$ cat config.mk
export PLATFORM = sky130hd
export DESIGN_NAME = mshtu_head_mem
export DESIGN_NICKNAME = d
export VERILOG_FILES = /design/src/rtl/mshtu_pkg.sv /design/src/rtl/mshtu_head_mem.sv
export SDC_FILE = /design/constraint.sdc
export NUM_CORES = 2
export LEC_CHECK = 0
export ABC_AREA = 0
export BUFFER_PORTS_ARGS = -buffer_cell sky130_fd_sc_hd__buf_4
export CAP_MARGIN = 20
export CELL_PAD_IN_SITES_DETAIL_PLACEMENT = 1
export CELL_PAD_IN_SITES_GLOBAL_PLACEMENT = 2
export CORE_MARGIN = 5
export CORE_UTILIZATION = 46
export CTS_CLUSTER_SIZE = 20
export DETAILED_ROUTE_END_ITERATION = 8
export PLACE_DENSITY = 0.83
export SLEW_MARGIN = 20
export SYNTH_ARGS = -nofsm -noshare
export SYNTH_HDL_FRONTEND = slang
export SYNTH_SLANG_ARGS = --single-unit
$ cat constraint.sdc
create_clock -name clk_i -period 3.5 [get_ports clk_i]
set_clock_uncertainty 0.2 [all_clocks]
set_input_delay 0.7 -clock clk_i [delete_from_list [all_inputs] [get_ports clk_i]]
set_output_delay 0.7 -clock clk_i [all_outputs]
set_load 0.03 [all_outputs]
$ cat src/rtl/mshtu_pkg.sv
// shared types and constants for the masked subnet hash table unit
// no dependencies
`default_nettype none

package mshtu_pkg;

  localparam int unsigned BucketCount   = 256;
  localparam int unsigned BucketW       = $clog2(BucketCount);
  localparam int unsigned EntryCapacity = 256;
  localparam int unsigned IdxW          = $clog2(EntryCapacity);
  localparam int unsigned LinkW         = $clog2(EntryCapacity + 1);

  localparam logic [1:0] AlgoFixed = 2'd2;

  typedef enum logic [1:0] {
    ACT_LOOKUP = 2'd0,
    ACT_INSERT = 2'd1,
    ACT_CLEAR  = 2'd2
  } action_e;

  typedef enum logic [1:0] {
    ST_IDLE,
    ST_HEAD,
    ST_WALK,
    ST_DONE
  } state_e;

  typedef struct packed {
    logic [31:0]      address;
    logic [31:0]      netmask;
    logic             handler;
    logic [15:0]      port;
    logic [LinkW-1:0] next;
  } entry_t;

  typedef struct packed {
    logic               rd_en;
    logic               wr_en;
    logic               clr;
    logic [BucketW-1:0] addr;
    logic [LinkW-1:0]   wdata;
  } head_req_t;

  typedef struct packed {
    logic            rd_en;
    logic            wr_en;
    logic [IdxW-1:0] addr;
    entry_t          wdata;
  } entry_req_t;

endpackage

`default_nettype wire

$ cat src/rtl/mshtu_head_mem.sv
// bucket head memory with per-bucket valid bits, registered read
// depends on mshtu_pkg
`default_nettype none

module mshtu_head_mem import mshtu_pkg::*; (
  input  wire logic             clk_i,
  input  wire logic             rst_ni,
  input  wire head_req_t        req_i,
  output logic [LinkW-1:0]      link_o
);

  logic [LinkW-1:0]       mem [BucketCount];
  logic [BucketCount-1:0] vld_q;
  logic [LinkW-1:0]       rdata_q;
  logic                   rvld_q;

  always_ff @(posedge clk_i) begin
    if (req_i.wr_en) begin
      mem[req_i.addr] <= req_i.wdata;
    end
    if (req_i.rd_en) begin
      rdata_q <= mem[req_i.addr];
    end
  end

  always_ff @(posedge clk_i or negedge rst_ni) begin
    if (!rst_ni) begin
      vld_q  <= '0;
      rvld_q <= 1'b0;
    end else begin
      if (req_i.clr) begin
        vld_q <= '0;
      end else if (req_i.wr_en) begin
        vld_q[req_i.addr] <= 1'b1;
      end
      if (req_i.rd_en) begin
        rvld_q <= vld_q[req_i.addr];
      end
    end
  end

  assign link_o = rvld_q ? rdata_q : '0;

endmodule

`default_nettype wire

==> flow_summary.ini <==
[power_and_ir_drop]
peakVddDrop_mv = 0.569
p_leak_nw = 39.8
p_total_mw = 66.0
p_per_area_mw_per_mm2 = 556

[synthesis]
async_reset_ff_share_pct = 10.0
synth_edf_count = 2313
synthCells = 4733
synth_cell_types = 52
synth.most_common_cell = edfxtp_1
syn_area_sq_mm = 0.0997
synth.top_cells.by_count = edfxtp_1 (2,313), mux4_2 (760), nor2_1 (734), dfrtp_1 (257), clkbuf_1 (127)
yosysSeqAreaShare_pct = 76.1
synth_nets = 4755
synth.area.top_cells = edfxtp_1 (70%), mux4_2 (17%), dfrtp_1 (6.5%)
ys.flop_type = edfxtp_1
syn_avg_cell_area_sq_um = 21.1
synth.top_cell.area_share_pct = 69.7
ys_ff_latch = 2570
synth_top_cell_by_area = edfxtp_1
yosysWarnings = 0

[floorplanning]
die_area_sq_mm = 0.226
initial_core_util_pct = 46.4
io_pins = 31
die_h_um = 476
rows = 170
coreArea_sq_mm = 0.215
dieWidth_um = 476

[sta]
drv_slew = 0
worst_pin_slew_ns = 0.970
setup_viol = 0
post-route-period-util_pct = 97.2
finalHoldViolCount = 0
max_freq_mhz = 294
tns_ns = 0
max_slew_margin_pct = 35.1
finalCriticalPeriod_ns = 3.40
grt_setup_unrepaired = false

[clock_network]
cts_made_buffers = 276
cts_tree = done
clock_path_buffers = 4
cts_sinks = 2570
insertion_delay_ns = 0.95
htree_levels = 5
root_buffer = clkbuf_16
clk_pin_slew_ns = 0.06

[worst_setup_path]
path_cells = buf_8 -> buf_12 -> buf_12 -> mux4_2 -> mux4_2 -> a22oi_1 -> buf_4 -> a21oi_1 -> or4_1
critPathCaptureType = flip-flop
cpPeakStageDelay_ns = 0.55
crit_type = input pin to flip-flop
cp-start-kind = input pin
cp.required_ns = 3.94
critical_path.max_fanout = 15
critPathBufInv = 4
path_delay_family = multiplexers
slowest_stage = mux4_2
cp_data_arrival_time_ns = 3.85

[global_routing]
grt-ovfl-total = 0
grt_pass1_vias = 57017
antenna_found_initial = 11
grt_use_total_pct = 26.7
grt_first_pass_wirelength_mm = 432
grt_max_degree = 104

[layout]
final_core_util_pct = 55.2
fin_area_sq_mm = 0.119
final_cells = 8581
fill_cells = 18541
area_delta_synth_final_pct = 19.0
drive_gt1_share_pct = 35.5
nets = 5566

[routing]
drcViolationCount = 0
detail-route-antenna-nets = 0
drtIter0Drc = 7369
wl_per_cell_um = 34.9
first_pass_iters = 5
viasPerCell = 6.31
num_vias = 54149
drt-total-wl_mm = 300

[run]
max_cap_viol_count = 0

[placed_design]
io_buffers = 30
dpl_cell_area_sq_mm = 0.110
gp_congestion = 0.864
dp.cells = 8101
dp_hpwl_mm = 192

[hold_path]
hold_class = input pin to flip-flop

[outcome]
status = completed
[power breakdown]
part	internal, mW	switching, mW
Combinational	1.44	2.26
Sequential	33.5	0.0326
Clock	17.0	11.8
Total	52.0	14.1
[cells by family (layout without fill, tap and decap cells)]
logic type | Yosys count | in the layout | share of synthesized area [%]
other | 0 | 3 | 0
AOI/OAI and AO/OA | 208 | 208 | 1.54
muxes | 779 | 779 | 17.4
DFF | 2570 | 2570 | 76.1
and+or+nand+nor | 898 | 898 | 3.62
buffers and inverters | 278 | 1285 | 1.34
[final timing paths]
| path | from | to | slack (ns) | cells past startpoint |
|---|---|---|---|---|
| max | req_i[9] | rdata_q[4] | 0.1 | 9 |
| min | req_i[5] | mem[236][5] | 0.06 | 1 |
| max reg2reg | mem[59][4] | rdata_q[4] | 0.35 | 6 |
| min reg2reg | vld_q[85] | vld_q[85] | 0.30 | 2 |
| max in group asynchronous | rst_ni | vld_q[80] | 2.13 | 3 |
| min in group asynchronous | rst_ni | vld_q[7] | 0.11 | 2 |
[flip-flops by register name (all words and copies together) (netlist names)]
signal   count
rvld_q       1
mem       2304
rdata_q      9
vld_q      256
[routing by layer]
layer	up-vias	track usage [%]	share of wire (%)
met5	-	0	0.029
met4	12	12.4	5.3
met3	759	5.55	9.6
met2	3330	42.5	48
met1	29068	35.9	37
li1	20980	-	-
[worst register-to-register path, cell delays in order (launching register included)]
cell and delay (ns):
edfxtp_1 0.37, mux4_2 0.48, mux4_2 0.55, a22oi_1 0.46
buf_4 0.21, a21oi_1 0.12, or4_1 0.51
[final cells by class]
| cell class | count | area (sq um) | share of cell area [%] |
|---|---|---|---|
| clock inverter | 113 | 1210 | 1.02 |
| tap | 2838 | 3550 | 2.99 |
| multi-input combinational | 1885 | 22700 | 19.1 |
| inverter | 2 | 7.51 | 0.00633 |
| sequential | 2570 | 75900 | 63.9 |
| clock buffer | 361 | 7550 | 6.36 |
| antenna | 3 | 7.51 | 0.00633 |
| timing repair buffer | 809 | 7810 | 6.58 |
[stage by stage]
| stage | worst slack, ns | hold WS, ns |
|---|---|---|
| floorplan | -0.101 | 0.204 |
| CTS | 0.0961 | 0.0419 |
| finish | 0.0989 | 0.0645 |
| global placement | -0.991 | 0.271 |
| global route | 0.119 | 0.0596 |
| detailed placement | -1.04 | 0.285 |
[placed cells by master (no fill, tap or decap), types with 8 or more instances in the layout]
master and count:
edfxtp_1 2313, mux4_2 760, nor2_1 702, buf_4 661, clkbuf_16 285, dfrtp_1 257, buf_12 130, a22oi_1 64
clkbuf_1 63, nand2_1 53, clkinv_2 48, a21oi_1 44, nor2_2 31, clkinv_1 25, bufinv_16 25, a22o_1 24
clkbuf_8 22, o21ba_2 17, a221oi_1 15, and2_1 14, mux2i_1 14, nand3_1 13, nor3_1 11, nand4_1 11
a31oi_1 10, nand2b_1 9, nand3_2 8, clkinvlp_4 8
[timing repair]
item / CTS / global route
gates resized for setup: 1 / 1
buffers inserted: 0 / 0
endpoints found under the hold margin: 280 / 0
hold buffers: 3 / 0
endpoints found under the setup margin: 1 / 1
Power figures use the tool's default switching activity.
